==> config.mk <==
export PLATFORM = sky130hd
export DESIGN_NAME = shared_memory_double_stack_top_flat
export DESIGN_NICKNAME = d
export VERILOG_FILES = /design/src/rtl/smds_pkg.sv /design/src/rtl/smds_if.sv /design/src/rtl/smds_ram.sv /design/src/rtl/smds_datapath.sv /design/src/rtl/smds_ctrl.sv /design/src/rtl/shared_memory_double_stack_top.sv /design/src/flat_wrapper.sv
export SDC_FILE = /design/constraint.sdc
export NUM_CORES = 1
export LEC_CHECK = 0
export BUFFER_PORTS_ARGS = -buffer_cell sky130_fd_sc_hd__buf_2
export CAP_MARGIN = 20
export CELL_PAD_IN_SITES_DETAIL_PLACEMENT = 1
export CELL_PAD_IN_SITES_GLOBAL_PLACEMENT = 2
export CORE_MARGIN = 2
export CORE_UTILIZATION = 40
export CTS_BUF_LIST = sky130_fd_sc_hd__clkbuf_4
export CTS_CLUSTER_DIAMETER = 80
export DETAILED_ROUTE_END_ITERATION = 16
export PLACE_DENSITY = 0.81
export SLEW_MARGIN = 10
export SYNTH_ARGS = -nofsm -noshare
export SYNTH_HDL_FRONTEND = slang
export SYNTH_SLANG_ARGS = --single-unit
==> constraint.sdc <==
create_clock -name clock -period 11.9 [get_ports clock]
set_input_delay 2.38 -clock clock [delete_from_list [all_inputs] [get_ports clock]]
set_output_delay 2.38 -clock clock [all_outputs]
set_load 0.05 [all_outputs]
==> src/rtl/smds_pkg.sv <==
// Package: shared types and codes for the two-stack shared-memory block.
package smds_pkg;

   // Payload field widths
   localparam int OP_W     = 2;
   localparam int VALUE_W  = 32;
   localparam int STATUS_W = 2;
   localparam int USED_W   = 5;

   // Operation codes
   localparam logic [OP_W-1:0] OP_PUSH_ONE = 2'd0;
   localparam logic [OP_W-1:0] OP_PUSH_TWO = 2'd1;
   localparam logic [OP_W-1:0] OP_POP_ONE  = 2'd2;
   localparam logic [OP_W-1:0] OP_POP_TWO  = 2'd3;

   // Result status codes
   localparam logic [STATUS_W-1:0] STATUS_DONE  = 2'd0;
   localparam logic [STATUS_W-1:0] STATUS_FULL  = 2'd1;
   localparam logic [STATUS_W-1:0] STATUS_EMPTY = 2'd2;

   // Commands from controller to datapath
   typedef struct packed {
      logic accept;    // item taken this cycle: update counters, store, result
      logic load_ram;  // capture popped word from the RAM read port
   } smds_cmd_type;

   // Status from datapath to controller
   typedef struct packed {
      logic pop_ok;    // offered item is a pop on a non-empty stack
   } smds_stat_type;

endpackage

==> src/rtl/smds_if.sv <==
// Interfaces: request and response handshake channels.
interface smds_req_if
   import smds_pkg::*;
();
   logic               valid;
   logic               ready;
   logic [OP_W-1:0]    op;
   logic [VALUE_W-1:0] push_value;

   modport source (output valid, op, push_value, input ready);
   modport sink   (input valid, op, push_value, output ready);
endinterface

interface smds_rsp_if
   import smds_pkg::*;
();
   logic                valid;
   logic                ready;
   logic [VALUE_W-1:0]  pop_value;
   logic [STATUS_W-1:0] status;
   logic [USED_W-1:0]   used_count;

   modport source (output valid, pop_value, status, used_count, input ready);
   modport sink   (input valid, pop_value, status, used_count, output ready);
endinterface

==> src/rtl/smds_ram.sv <==
// Generic single-write, single-read RAM with registered read data.
module smds_ram #(
   parameter int WIDTH = 32,
   parameter int DEPTH = 16
) (
   input  logic                     clock,
   input  logic                     wr_en,
   input  logic [$clog2(DEPTH)-1:0] wr_addr,
   input  logic [WIDTH-1:0]         wr_data,
   input  logic                     rd_en,
   input  logic [$clog2(DEPTH)-1:0] rd_addr,
   output logic [WIDTH-1:0]         rd_data
);

   logic [WIDTH-1:0] mem_ff [DEPTH];
   logic [WIDTH-1:0] rd_data_ff;

   // Write port
   always_ff @(posedge clock) begin
      if (wr_en) begin
         mem_ff[wr_addr] <= wr_data;
      end
   end

   // Registered read port
   always_ff @(posedge clock) begin
      if (rd_en) begin
         rd_data_ff <= mem_ff[rd_addr];
      end
   end

   assign rd_data = rd_data_ff;

endmodule

==> src/rtl/smds_datapath.sv <==
// Datapath: stack counters, word store, address generation and result registers.
module smds_datapath
   import smds_pkg::*;
#(
   parameter int DEPTH = 16
) (
   input  logic                clock,
   input  logic                reset,
   input  logic [OP_W-1:0]     req_op,
   input  logic [VALUE_W-1:0]  req_push_value,
   input  smds_cmd_type        cmd,
   output smds_stat_type       stat,
   output logic [VALUE_W-1:0]  rsp_pop_value,
   output logic [STATUS_W-1:0] rsp_status,
   output logic [USED_W-1:0]   rsp_used_count
);

   localparam int AW    = $clog2(DEPTH);
   localparam int CNT_W = $clog2(DEPTH + 1);
   localparam int SUM_W = (CNT_W + 1 > USED_W) ? CNT_W + 1 : USED_W;

   logic [CNT_W-1:0]    lower_ff, lower_in;
   logic [CNT_W-1:0]    upper_ff, upper_in;
   logic [VALUE_W-1:0]  pop_value_ff, pop_value_in;
   logic [STATUS_W-1:0] status_ff, status_in;
   logic [USED_W-1:0]   used_ff, used_in;

   logic [SUM_W-1:0]    sum_now;
   logic [SUM_W-1:0]    sum_next;
   logic                full;
   logic                status_ok;
   logic [STATUS_W-1:0] status_cur;
   logic [CNT_W-1:0]    addr_wide;
   logic [AW-1:0]       mem_addr;
   logic                mem_wr;
   logic                mem_rd;
   logic [VALUE_W-1:0]  mem_rdata;

   // Occupancy and full flag
   assign sum_now = SUM_W'(lower_ff) + SUM_W'(upper_ff);
   assign full    = (sum_now >= SUM_W'(DEPTH));

   // Decode the offered item: outcome, address and counter updates
   always_comb begin
      status_cur = STATUS_DONE;
      addr_wide  = '0;
      lower_in   = lower_ff;
      upper_in   = upper_ff;
      case (req_op)
         OP_PUSH_ONE: begin
            addr_wide = lower_ff;
            if (full) begin
               status_cur = STATUS_FULL;
            end else begin
               lower_in = lower_ff + CNT_W'(1);
            end
         end
         OP_PUSH_TWO: begin
            addr_wide = CNT_W'(DEPTH - 1) - upper_ff;
            if (full) begin
               status_cur = STATUS_FULL;
            end else begin
               upper_in = upper_ff + CNT_W'(1);
            end
         end
         OP_POP_ONE: begin
            addr_wide = lower_ff - CNT_W'(1);
            if (lower_ff == '0) begin
               status_cur = STATUS_EMPTY;
            end else begin
               lower_in = lower_ff - CNT_W'(1);
            end
         end
         default: begin
            addr_wide = CNT_W'(DEPTH) - upper_ff;
            if (upper_ff == '0) begin
               status_cur = STATUS_EMPTY;
            end else begin
               upper_in = upper_ff - CNT_W'(1);
            end
         end
      endcase
   end

   assign status_ok   = (status_cur == STATUS_DONE);
   assign stat.pop_ok = status_ok && (req_op inside {OP_POP_ONE, OP_POP_TWO});
   assign mem_addr    = addr_wide[AW-1:0];
   assign mem_wr      = cmd.accept && status_ok && (req_op inside {OP_PUSH_ONE, OP_PUSH_TWO});
   assign mem_rd      = cmd.accept && stat.pop_ok;
   assign sum_next    = SUM_W'(lower_in) + SUM_W'(upper_in);

   // Word store
   smds_ram #(
      .WIDTH (VALUE_W),
      .DEPTH (DEPTH)
   ) u_ram (
      .clock   (clock),
      .wr_en   (mem_wr),
      .wr_addr (mem_addr),
      .wr_data (req_push_value),
      .rd_en   (mem_rd),
      .rd_addr (mem_addr),
      .rd_data (mem_rdata)
   );

   // Next values of the result registers
   always_comb begin
      pop_value_in = pop_value_ff;
      status_in    = status_ff;
      used_in      = used_ff;
      if (cmd.accept) begin
         pop_value_in = '0;
         status_in    = status_cur;
         used_in      = sum_next[USED_W-1:0];
      end else if (cmd.load_ram) begin
         pop_value_in = mem_rdata;
      end
   end

   // Counters: advance on accepted items only
   always_ff @(posedge clock) begin
      if (reset) begin
         lower_ff <= '0;
         upper_ff <= '0;
      end else if (cmd.accept) begin
         lower_ff <= lower_in;
         upper_ff <= upper_in;
      end
   end

   // Result payload registers
   always_ff @(posedge clock) begin
      pop_value_ff <= pop_value_in;
      status_ff    <= status_in;
      used_ff      <= used_in;
   end

   assign rsp_pop_value  = pop_value_ff;
   assign rsp_status     = status_ff;
   assign rsp_used_count = used_ff;

   // The two stacks never hold more than the memory
   assert property (@(posedge clock) disable iff (reset)
      sum_now <= SUM_W'(DEPTH))
      else $error("stack counters exceed memory depth");

   // A failed item leaves both counters unchanged
   assert property (@(posedge clock) disable iff (reset)
      (cmd.accept && !status_ok) |=>
         (lower_ff == $past(lower_ff)) && (upper_ff == $past(upper_ff)))
      else $error("failed item changed a stack counter");

   // Load of popped word only comes the cycle after an accepted pop
   assert property (@(posedge clock) disable iff (reset)
      cmd.load_ram |-> $past(mem_rd))
      else $error("popped word captured without a read");

endmodule

==> src/rtl/smds_ctrl.sv <==
// Controller: handshake control and sequencing of the memory read on a pop.
module smds_ctrl
   import smds_pkg::*;
(
   input  logic          clock,
   input  logic          reset,
   input  logic          req_valid,
   output logic          req_ready,
   output logic          rsp_valid,
   input  logic          rsp_ready,
   input  smds_stat_type stat,
   output smds_cmd_type  cmd
);

   localparam logic ST_IDLE = 1'b0;
   localparam logic ST_READ = 1'b1;

   logic state_ff, state_in;
   logic rsp_valid_ff, rsp_valid_in;
   logic accept;

   // Take an item when idle and the result register is free or draining
   assign req_ready    = (state_ff == ST_IDLE) && (!rsp_valid_ff || rsp_ready);
   assign accept       = req_valid && req_ready;
   assign cmd.accept   = accept;
   assign cmd.load_ram = (state_ff == ST_READ);

   // Next state
   always_comb begin
      state_in = state_ff;
      case (state_ff)
         ST_IDLE: begin
            if (accept && stat.pop_ok) begin
               state_in = ST_READ;
            end
         end
         default: begin
            state_in = ST_IDLE;
         end
      endcase
   end

   // Result valid: set when the payload is complete, drop on hand-off
   always_comb begin
      rsp_valid_in = rsp_valid_ff;
      if (rsp_valid_ff && rsp_ready) begin
         rsp_valid_in = 1'b0;
      end
      if ((accept && !stat.pop_ok) || (state_ff == ST_READ)) begin
         rsp_valid_in = 1'b1;
      end
   end

   always_ff @(posedge clock) begin
      if (reset) begin
         state_ff     <= ST_IDLE;
         rsp_valid_ff <= 1'b0;
      end else begin
         state_ff     <= state_in;
         rsp_valid_ff <= rsp_valid_in;
      end
   end

   assign rsp_valid = rsp_valid_ff;

   // While the read is outstanding the result register is empty
   assert property (@(posedge clock) disable iff (reset)
      (state_ff == ST_READ) |-> !rsp_valid_ff)
      else $error("result pending during memory read");

   // A read returns to idle and presents its result in the next cycle
   assert property (@(posedge clock) disable iff (reset)
      (state_ff == ST_READ) |=> (state_ff == ST_IDLE) && rsp_valid_ff)
      else $error("pop result not presented after read");

   // An accepted push or failed item sets the result valid register
   assert property (@(posedge clock) disable iff (reset)
      (accept && !stat.pop_ok) |=> rsp_valid_ff)
      else $error("result missing after accepted item");

endmodule

==> src/rtl/shared_memory_double_stack_top.sv <==
// Top level: two LIFO stacks sharing one word memory, growing from opposite ends.
// A push or failed item has its result registered on acceptance; a successful pop
// has it registered only after the RAM's registered read, in the read state.
// Pushes and failed items are taken one item per cycle; a successful pop holds off
// input during its read; a result waiting in the output register stalls input.
// Reset clears both stack counters and the result valid; the memory is not cleared.
module shared_memory_double_stack_top
   import smds_pkg::*;
#(
   parameter int DEPTH = 16
) (
   input  logic        clock,
   input  logic        reset,
   smds_req_if.sink    req_chan,
   smds_rsp_if.source  rsp_chan
);

   smds_cmd_type  cmd;
   smds_stat_type stat;

   // Sequencing and handshakes
   smds_ctrl u_ctrl (
      .clock     (clock),
      .reset     (reset),
      .req_valid (req_chan.valid),
      .req_ready (req_chan.ready),
      .rsp_valid (rsp_chan.valid),
      .rsp_ready (rsp_chan.ready),
      .stat      (stat),
      .cmd       (cmd)
   );

   // Counters, memory and result payload
   smds_datapath #(
      .DEPTH (DEPTH)
   ) u_datapath (
      .clock          (clock),
      .reset          (reset),
      .req_op         (req_chan.op),
      .req_push_value (req_chan.push_value),
      .cmd            (cmd),
      .stat           (stat),
      .rsp_pop_value  (rsp_chan.pop_value),
      .rsp_status     (rsp_chan.status),
      .rsp_used_count (rsp_chan.used_count)
   );

endmodule
==> src/flat_wrapper.sv <==
// flat-port wrapper written by rule: the top's interface ports become plain ports
module shared_memory_double_stack_top_flat import smds_pkg::*;
#(
   parameter int DEPTH = 16
)
  (clock, reset, req_chan_valid, req_chan_op, req_chan_push_value, req_chan_ready, rsp_chan_valid, rsp_chan_pop_value, rsp_chan_status, rsp_chan_used_count, rsp_chan_ready);
  smds_req_if req_chan_i ();
  smds_rsp_if rsp_chan_i ();
  input  logic clock;
  input  logic reset;
  input wire logic [$bits(req_chan_i.valid)-1:0] req_chan_valid;
  input wire logic [$bits(req_chan_i.op)-1:0] req_chan_op;
  input wire logic [$bits(req_chan_i.push_value)-1:0] req_chan_push_value;
  output wire logic [$bits(req_chan_i.ready)-1:0] req_chan_ready;
  output wire logic [$bits(rsp_chan_i.valid)-1:0] rsp_chan_valid;
  output wire logic [$bits(rsp_chan_i.pop_value)-1:0] rsp_chan_pop_value;
  output wire logic [$bits(rsp_chan_i.status)-1:0] rsp_chan_status;
  output wire logic [$bits(rsp_chan_i.used_count)-1:0] rsp_chan_used_count;
  input wire logic [$bits(rsp_chan_i.ready)-1:0] rsp_chan_ready;
  assign req_chan_i.valid = req_chan_valid;
  assign req_chan_i.op = req_chan_op;
  assign req_chan_i.push_value = req_chan_push_value;
  assign req_chan_ready = req_chan_i.ready;
  assign rsp_chan_valid = rsp_chan_i.valid;
  assign rsp_chan_pop_value = rsp_chan_i.pop_value;
  assign rsp_chan_status = rsp_chan_i.status;
  assign rsp_chan_used_count = rsp_chan_i.used_count;
  assign rsp_chan_i.ready = rsp_chan_ready;
  shared_memory_double_stack_top #(.DEPTH(DEPTH)) u_core (.clock(clock), .reset(reset), .req_chan(req_chan_i), .rsp_chan(rsp_chan_i));
endmodule
# Word-level counts from Yosys, hierarchy flattened
# Memories as Yosys holds them, arrays and structs flattened. A register that Yosys moved wholly into a read port is not among the register bits.
# Index checks and enable logic that the tools add are counted.
# word_totals
mem_count	1
word_cells	59
mem_bits_rw	512
output_inout_bits	41
regBits	51
# classes
n_lt_le_gt_ge	1
muxes	16
reduce_logical	22
eq_ne	3
add_sub_neg	8
n_bitwise	1
# mem_list
memory	words	word_bits	rd	rd_ports_with_merged_regs	wr	line_no	text
u_core.u_datapath.u_ram.mem_ff	16	32	1	1	1	smds_ram.sv:15	logic [WIDTH-1:0] mem_ff [DEPTH];
# ops
op	count
2-to-1 mux 5 bit	4
one-hot mux 5 bit (2 select lines)	2
one-hot mux 4 bit (3 select lines)	1
adder 5 x 1 -> 5 bit (second input constant)	2
logical NOT 5 bit	2
subtractor 5 x 1 -> 5 bit (second input constant)	2
logical AND 1 bit	8
adder 5 x 5 -> 6 bit	1
greater-or-equal comparator 6 x 5 -> 1 bit (second input constant)	1
2-to-1 mux 1 bit	6
nonzero test 2 bit	3
OR reduction 2 bit	3
adder 5 bit	1
equality test 2 bit (second input constant)	2
logical NOT 2 bit	2
2-to-1 mux 2 bit	2
one-hot mux 2 bit (2 select lines)	1
subtractor 1 x 4 -> 4 bit (first input constant)	1
subtractor 4 bit (first input constant)	1
equality test 2 x 1 -> 1 bit (second input constant)	1
logical NOT 1 bit	2
logical OR 1 bit	2
NOT 1 bit	1

# Longest topological paths before layout
# Gate-level depths: netlist (run 1).
# depth
depth_word	10
depth_mapped	14
ltp_nobuf	12

# Hierarchy
# From an unflattened synthesis (run 1), not the netlist that was laid out.
# unflattened
hier_cells	1148
area_unflattened_um2	23042.1
# by_module_without_submodules
module	instances	cells_per_inst	seq_area_each_um2	area_each_um2
smds_ram	1	838	16335.7	20174.3
smds_datapath	1	298	1051.0	2755.1
smds_ctrl	1	12	40.0	112.6

# Least setup slack after synthesis (run 1)
# No wires, ideal clock.
# synth_path
kind	in2reg
start	input port rsp_chan_ready
end	memory u_core.u_datapath.u_ram.mem_ff[11][0], enable pin
setup_ns	0.421
path_buffers	1
arrival_time_ns	5.689
path_slack_ns	5.789
stages	7
path_cell_list	inv_1 > a21oi_1 > nand2_1 > clkbuf_1 > nor4_1 > nand2_1 > nor2_1
# synth_via
elab_chain_cells	7
# synth_rtl
element	line_no	text
start, declared	flat_wrapper.sv:19	input wire logic [$bits(rsp_chan_i.ready)-1:0] rsp_chan_ready;
logical OR 1 bit	smds_ctrl.sv:23	assign req_ready = (state_ff == ST_IDLE) && (!rsp_valid_ff || rsp_ready);
logical AND 1 bit	smds_ctrl.sv:23	
named net req_chan_ready	flat_wrapper.sv:14	output wire logic [$bits(req_chan_i.ready)-1:0] req_chan_ready;
logical AND 1 bit	smds_ctrl.sv:24	assign accept = req_valid && req_ready;
logical AND 1 bit (2 in series)	smds_datapath.sv:88	assign mem_wr = cmd.accept && status_ok && (req_op inside {OP_PUSH_ONE, OP_PUSH_TWO});
2-to-1 mux 1 bit	smds_ram.sv:20	if (wr_en) begin
2-to-1 mux 1 bit (not written as such)	smds_ram.sv:21	mem_ff[wr_addr] <= wr_data;
end, declared	smds_ram.sv:15	
# The timed path passes the listed nets, and every way through them passes these cells.

# Final worst setup path (run 1)
# layout_path
start	input port req_chan_op[1]
end	memory u_core.u_datapath.u_ram.mem_ff[8][15], enable pin
# layout_via
elab_chain_cells	8
elab_cells_between_ends	12
# layout_rtl
element	line_no	text
start, declared	flat_wrapper.sv:12	input wire logic [$bits(req_chan_i.op)-1:0] req_chan_op;
equality test 2 x 1 -> 1 bit / logical NOT 2 bit (equally long branches)	smds_datapath.sv:49, smds_datapath.sv:88	
OR reduction 2 bit (no source line)	--	
one-hot mux 2 bit (2 select lines)	smds_datapath.sv:49	case (req_op)
logical NOT 2 bit	smds_datapath.sv:85	assign status_ok = (status_cur == STATUS_DONE);
logical AND 1 bit (2 in series)	smds_datapath.sv:88	
2-to-1 mux 1 bit	smds_ram.sv:20	
2-to-1 mux 1 bit (not written as such)	smds_ram.sv:21	
# Parallel ways exist; a longest one is shown, timed or not.

==> results.json, run 1 <==
{
  "vias_per_cell": 5.81,
  "ys_seq_area_frac": 0.564,
  "cts_resized": 0,
  "core-area_um2": 76200,
  "syn_area_per_cell_um2": 10.3,
  "skew_ns": 0.0557,
  "cts_made_buffers": 166,
  "cts_hold_buf": 0,
  "critPathRequiredTime_ns": 12.56,
  "yosys.area_share.simple": 0.192,
  "clock.fmax_mhz": 158,
  "drtIter0Drc": 1972,
  "synth_compound_area_frac": 0.146,
  "drc_errors": 0,
  "netlist.area_leader.share": 0.536,
  "ant_nets": 0,
  "synth_fp_nets": 3059,
  "h-tree-depth": 4,
  "p_leak_nw": 12.1,
  "cp-end-kind": "register",
  "synth_xor_area_frac": 0.00385,
  "worstPathArrival_ns": 6.97,
  "synthesis.area_um2": 30900,
  "path_max_fanout": 118,
  "start_kind": "input port",
  "ys_ff_latch": 595,
  "setup_viol": 0,
  "rrSetupSlack_ns": 7.41,
  "cts_tree": "done",
  "cts_sinks": 595,
  "synth_top_family_by_area": "simple AND/OR/NAND/NOR gates",
  "multi_input_area_um2": 12400,
  "hp-class": "reg2reg",
  "synthArstFlopShare": 0,
  "fillCellCount": 8436,
  "ys_types": 64,
  "gp_congestion": 0.779,
  "tightest_slew_ns": 1.13,
  "antenna_found_initial": 7,
  "r2r-start": "u_core.u_datapath.lower_ff[2]",
  "drtPass1Iterations": 7,
  "drive_above_1_share": 0.148,
  "die_x_um": 282,
  "total_power_w": 0.00512,
  "row_count": 101,
  "cts_buffer_depth": 3,
  "rr_endpoint": "u_core.u_datapath.u_ram.mem_ff[8][15]",
  "vdd_drop_max_mv": 0.0803,
  "grtUsageTotal": 0.252,
  "timing.setup.tns_ns": 0,
  "wl_um": 100000,
  "ff2ff_path_depth": 9,
  "synthCells": 3007,
  "hold_viol": 0,
  "grt.overflow.total": 0,
  "rsz0062_at_grt": "no",
  "die-height_um": 282,
  "drv_slew": 0,
  "grt_max_degree": 169,
  "dieArea_um2": 79400,
  "post-route-min-period_ns": 6.32,
  "dpl.hpwl_um": 56800,
  "areaGrowthSynthToFinish_pct": 10.1,
  "clock_latency_ns": 1.03,
  "slew_headroom": 0.246,
  "path_class": "in2reg",
  "fin_nets": 3090,
  "muxShareOfSynthArea": 0.0472,
  "wire_per_inst_um": 23.9,
  "final_cells": 4195,
  "ys.flop_type": "edfxtp_1",
  "start_util": 0.405,
  "grt_pass1_wl_um": 151000,
  "vias": 24400,
  "grt_pass1_vias": 25800,
  "drv_cap": 0,
  "synth.most_common_cell": "nand2_1",
  "synthTopCellsByCount": "786 x nand2_1, 551 x edfxtp_1, 272 x a21oi_1, 261 x nand2b_1, 140 x clkbuf_1",
  "io_pins": 79,
  "power-per-cell-area_nw_per_um2": 151,
  "fin_crit_sh": 0.531,
  "ys_warn_count": 0,
  "outcome": "finished, final reports clean",
  "portBuffers": 78,
  "place_inst": 3900,
  "startpoint": "req_chan_op[1]",
  "regArea_um2": 17400,
  "cts_setup_buffers": 0,
  "synth_area_leaders": "edfxtp_1 54%, nand2_1 9.6%, nand2b_1 5.3%",
  "synth-edff-count": 551,
  "synth_area_leader_cell": "edfxtp_1",
  "critical_path.endpoint": "u_core.u_datapath.u_ram.mem_ff[8][15]",
  "cts.clk_slew.worst_paths_ns": 0.06,
  "synthAdderAreaFrac": 0.00592,
  "cts_root_buffer": "clkbuf_4"
}
==> power by group <==
group	switching, W	internal (W)	total, W
clock network	0.000905	0.000954	0.00186
registers	0.0000272	0.00234	0.00237
logic	0.000592	0.000298	0.000890
total	0.00152	0.00359	0.00512
==> cells in the final DEF, fill, tap and decap left out, types with 6 or more instances in the layout <==
cell type    n
nand2_1    785
edfxtp_1   551
a21oi_1    271
nand2b_1   259
clkbuf_4   243
or3_1      132
a211oi_1   130
o31ai_1    130
a22oi_1    128
buf_2       77
mux2i_1     68
mux2_2      55
nor2_1      53
dfxtp_1     43
buf_4       40
clkinv_1    36
nor2_4      18
ha_1        13
nor3_1      11
mux2_1      10
xnor2_1      9
inv_1        7
inv_2        7
nand3_1      6
==> registers in the layout (all words and copies together), names as in the netlist <==
name	count
u_core.u_ctrl.rsp_valid	1
u_core.u_ctrl.state_ff	1
u_core.u_datapath.lower_ff	5
u_core.u_datapath.rsp_pop_value	32
u_core.u_datapath.rsp_status	2
u_core.u_datapath.rsp_used_count	5
u_core.u_datapath.u_ram.mem_ff	512
u_core.u_datapath.u_ram.rd_data	32
u_core.u_datapath.upper_ff	5
==> cell type report <==
cell class	count	share of cell area
antenna	4	0.000294
clock buffer	243	0.0537
clock inverter	48	0.00685
inverter	11	0.00144
multi-input combinational	2144	0.365
sequential	595	0.513
tap	1030	0.0379
timing repair buffer	120	0.0222
==> through the flow <==
stage / util / hold slack [ns] / setup WS (ns) / area [um2]
after floorplan: - / 0.456 / 5.79 / 30900
after global placement: 0.418 / 0.468 / 4.74 / 31900
after detailed placement: 0.419 / 0.480 / 4.52 / 31900
after CTS: 0.446 / 0.487 / 5.65 / 34000
after global routing: 0.446 / 0.521 / 5.38 / 34000
final: 0.446 / 0.485 / 5.58 / 34000
==> cell families after synthesis <==
group / Yosys count
simple gates: 1291
compound gates: 692
flops: 595
buf+inv: 268
mux: 135
fa+ha+maj: 14
xor+xnor: 12
==> worst min-delay path by stage <==
stage,startpoint,endpoint,slack [ns],depth (start not counted)
6_report,u_core.u_datapath.u_ram.rd_data[2],u_core.u_datapath.rsp_pop_value[2],0.48,2
5_1_grt,u_core.u_datapath.rsp_pop_value[17],u_core.u_datapath.rsp_pop_value[17],0.52,2
4_1_cts,u_core.u_datapath.u_ram.rd_data[2],u_core.u_datapath.rsp_pop_value[2],0.49,2
3_5_place_dp,u_core.u_datapath.rsp_pop_value[30],u_core.u_datapath.rsp_pop_value[30],0.48,2
3_3_place_gp,u_core.u_datapath.rsp_pop_value[30],u_core.u_datapath.rsp_pop_value[30],0.47,2
2_1_floorplan,u_core.u_datapath.u_ram.rd_data[2],u_core.u_datapath.rsp_pop_value[2],0.46,2
==> critical path, cell delays in order <==
cell and delay, ns:
buf_8 0.43, buf_4 0.79, nand3b_1 0.22, o21ai_1 0.14
a21oi_4 0.19, buf_4 0.48, buf_4 0.60, nand2_1 0.38
nor2_4 0.76, buf_4 0.48
==> routing by layer <==
layer	wire, um	GRT usage	up-vias
li1	-	-	11000
met1	42500	0.313	12400
met2	49400	0.432	707
met3	5090	0.0434	209
met4	3230	0.109	0
met5	0	0	-
(Power assumes the default switching activity.)
==> inputs of run 2 (changes only) <==
--- a/config.mk
+++ b/config.mk
@@ -10,11 +10,11 @@
 export CELL_PAD_IN_SITES_DETAIL_PLACEMENT = 1
 export CELL_PAD_IN_SITES_GLOBAL_PLACEMENT = 2
 export CORE_MARGIN = 2
-export CORE_UTILIZATION = 40
+export CORE_UTILIZATION = 39
 export CTS_BUF_LIST = sky130_fd_sc_hd__clkbuf_4
 export CTS_CLUSTER_DIAMETER = 80
 export DETAILED_ROUTE_END_ITERATION = 16
-export PLACE_DENSITY = 0.81
+export PLACE_DENSITY = 0.82
 export SLEW_MARGIN = 10
 export SYNTH_ARGS = -nofsm -noshare
 export SYNTH_HDL_FRONTEND = slang
==> constraint.sdc (replaced) <==
create_clock -name clock -period 5.8 [get_ports clock]
set_input_delay 1.16 -clock clock [delete_from_list [all_inputs] [get_ports clock]]
set_output_delay 1.16 -clock clock [all_outputs]
set_load 0.05 [all_outputs]
==> results.json, run 2 (synthesis results as in run 1) <==
{
  "outcome": "finished, final reports clean",
  "regArea_um2": 17400,
  "rrSetupSlack_ns": 1.56,
  "wl_um": 99600,
  "whs_ns": 0.378,
  "row_count": 103,
  "skew_ns": 0.0787,
  "cts.clk_slew.worst_paths_ns": 0.06,
  "post-route-min-period_ns": 4.24,
  "critPathRequiredTime_ns": 6.56,
  "grtUsageTotal": 0.242,
  "start_kind": "register",
  "path_class": "reg2reg",
  "vdd_drop_max_mv": 0.159,
  "rsz0062_at_grt": "no",
  "wire_per_inst_um": 23.6,
  "fillCellCount": 8680,
  "cts_root_buffer": "clkbuf_4",
  "cts_made_buffers": 165,
  "drtPass1Iterations": 5,
  "die_x_um": 285,
  "setup_viol": 0,
  "die-height_um": 285,
  "cp-end-kind": "register",
  "io_pins": 79,
  "hp-class": "in2reg",
  "drc_errors": 0,
  "h-tree-depth": 4,
  "cts_setup_buffers": 0,
  "top_register": "u_core.u_datapath.u_ram.mem_ff",
  "hold_viol": 0,
  "fin_nets": 3092,
  "worstPathArrival_ns": 5.00,
  "power-per-cell-area_nw_per_um2": 311,
  "setup_ws_ns": 1.56,
  "largest_reg_flops": 512,
  "place_ws_ns": 1.16,
  "drive_above_1_share": 0.152,
  "dpl.hpwl_um": 54000,
  "ff2ff_path_depth": 11,
  "multi_input_area_um2": 12400,
  "cts_tree": "done",
  "p_leak_nw": 12.2,
  "grt_max_degree": 275,
  "fin_crit_sh": 0.730,
  "areaGrowthSynthToFinish_pct": 11.3,
  "start_util": 0.392,
  "portBuffers": 78,
  "vias_per_cell": 5.80,
  "clock.fmax_mhz": 236,
  "antenna_found_initial": 6,
  "timing.setup.tns_ns": 0,
  "grt.overflow.total": 0,
  "final_cell_mix": "785 x nand2_1, 551 x edfxtp_1, 271 x a21oi_1, 259 x nand2b_1, 241 x clkbuf_4",
  "min_path_cells": 3,
  "slew_headroom": 0.212,
  "final_common_cell": "nand2_1",
  "grt_pass1_vias": 26000,
  "drv_cap": 0,
  "cts_buffer_depth": 3,
  "dieArea_um2": 81400,
  "core-area_um2": 78700,
  "cts_hold_buf": 0,
  "drtIter0Drc": 1893,
  "tightest_slew_ns": 1.18,
  "cts_sinks": 595,
  "cts_resized": 0,
  "gp_congestion": 0.771,
  "clock_latency_ns": 1.05,
  "drv_slew": 0,
  "path_max_fanout": 14,
  "ant_nets": 0,
  "grt_pass1_wl_um": 152000,
  "vias": 24500
}
[run 2: routing by layer]
| metal | global-route usage | wire [um] | up-vias |
|---|---|---|---|
| met4 | 0.102 | 2820 | 0 |
| met1 | 0.307 | 42400 | 12600 |
| met3 | 0.0390 | 5230 | 205 |
| met5 | 0 | 0 | - |
| li1 | - | - | 11000 |
| met2 | 0.409 | 49200 | 701 |
[run 2: worst max-delay path, cell delays in order, from the launching register on]
cell     delay (ns)
dfxtp_1        0.64
ha_1           0.33
and4_1         0.21
o21a_1         0.34
nor2_1         0.56
nand2_1        0.22
a211o_1        0.33
a22o_1         0.23
ha_1           0.32
a21o_1         0.19
a21oi_1        0.16
xnor3_1        0.42
[run 2: final timing paths]
kind | startpoint | endpoint
min reg2reg | u_core.u_datapath.u_ram.rd_data[3] | u_core.u_datapath.rsp_pop_value[3]
max | u_core.u_datapath.lower_ff[2] | u_core.u_datapath.rsp_used_count[4]
min | req_chan_valid | u_core.u_ctrl.rsp_valid
max reg2reg | u_core.u_datapath.lower_ff[2] | u_core.u_datapath.rsp_used_count[4]
[run 2: cell type report]
cell class	count	area share
antenna	8	0.000582
tap	1050	0.0382
multi-input combinational	2144	0.361
sequential	595	0.507
inverter	11	0.00142
clock buffer	241	0.0526
timing repair buffer	123	0.0277
clock inverter	53	0.0112
[run 2: through the flow]
stage / instances / utilization / power (W) / instance area, um2
4_1_cts: 4215 / 0.436 / 0.0108 / 34300
3_3_place_gp: 3921 / 0.408 / 0.00668 / 32100
3_5_place_dp: 3921 / 0.408 / 0.00674 / 32100
5_1_grt: 4224 / 0.436 / 0.0112 / 34400
6_report: 4225 / 0.436 / 0.0107 / 34400
2_1_floorplan: 3007 / - / 0.00617 / 30900
[run 2: where the power goes]
group / total (W) / leakage [nW] / internal (W) / switching, W
registers: 0.00486 / 5.33 / 0.00480 / 0.0000561
logic: 0.00180 / 5.61 / 0.000629 / 0.00117
clock network: 0.00405 / 1.30 / 0.00214 / 0.00191
total: 0.0107 / 12.2 / 0.00757 / 0.00313
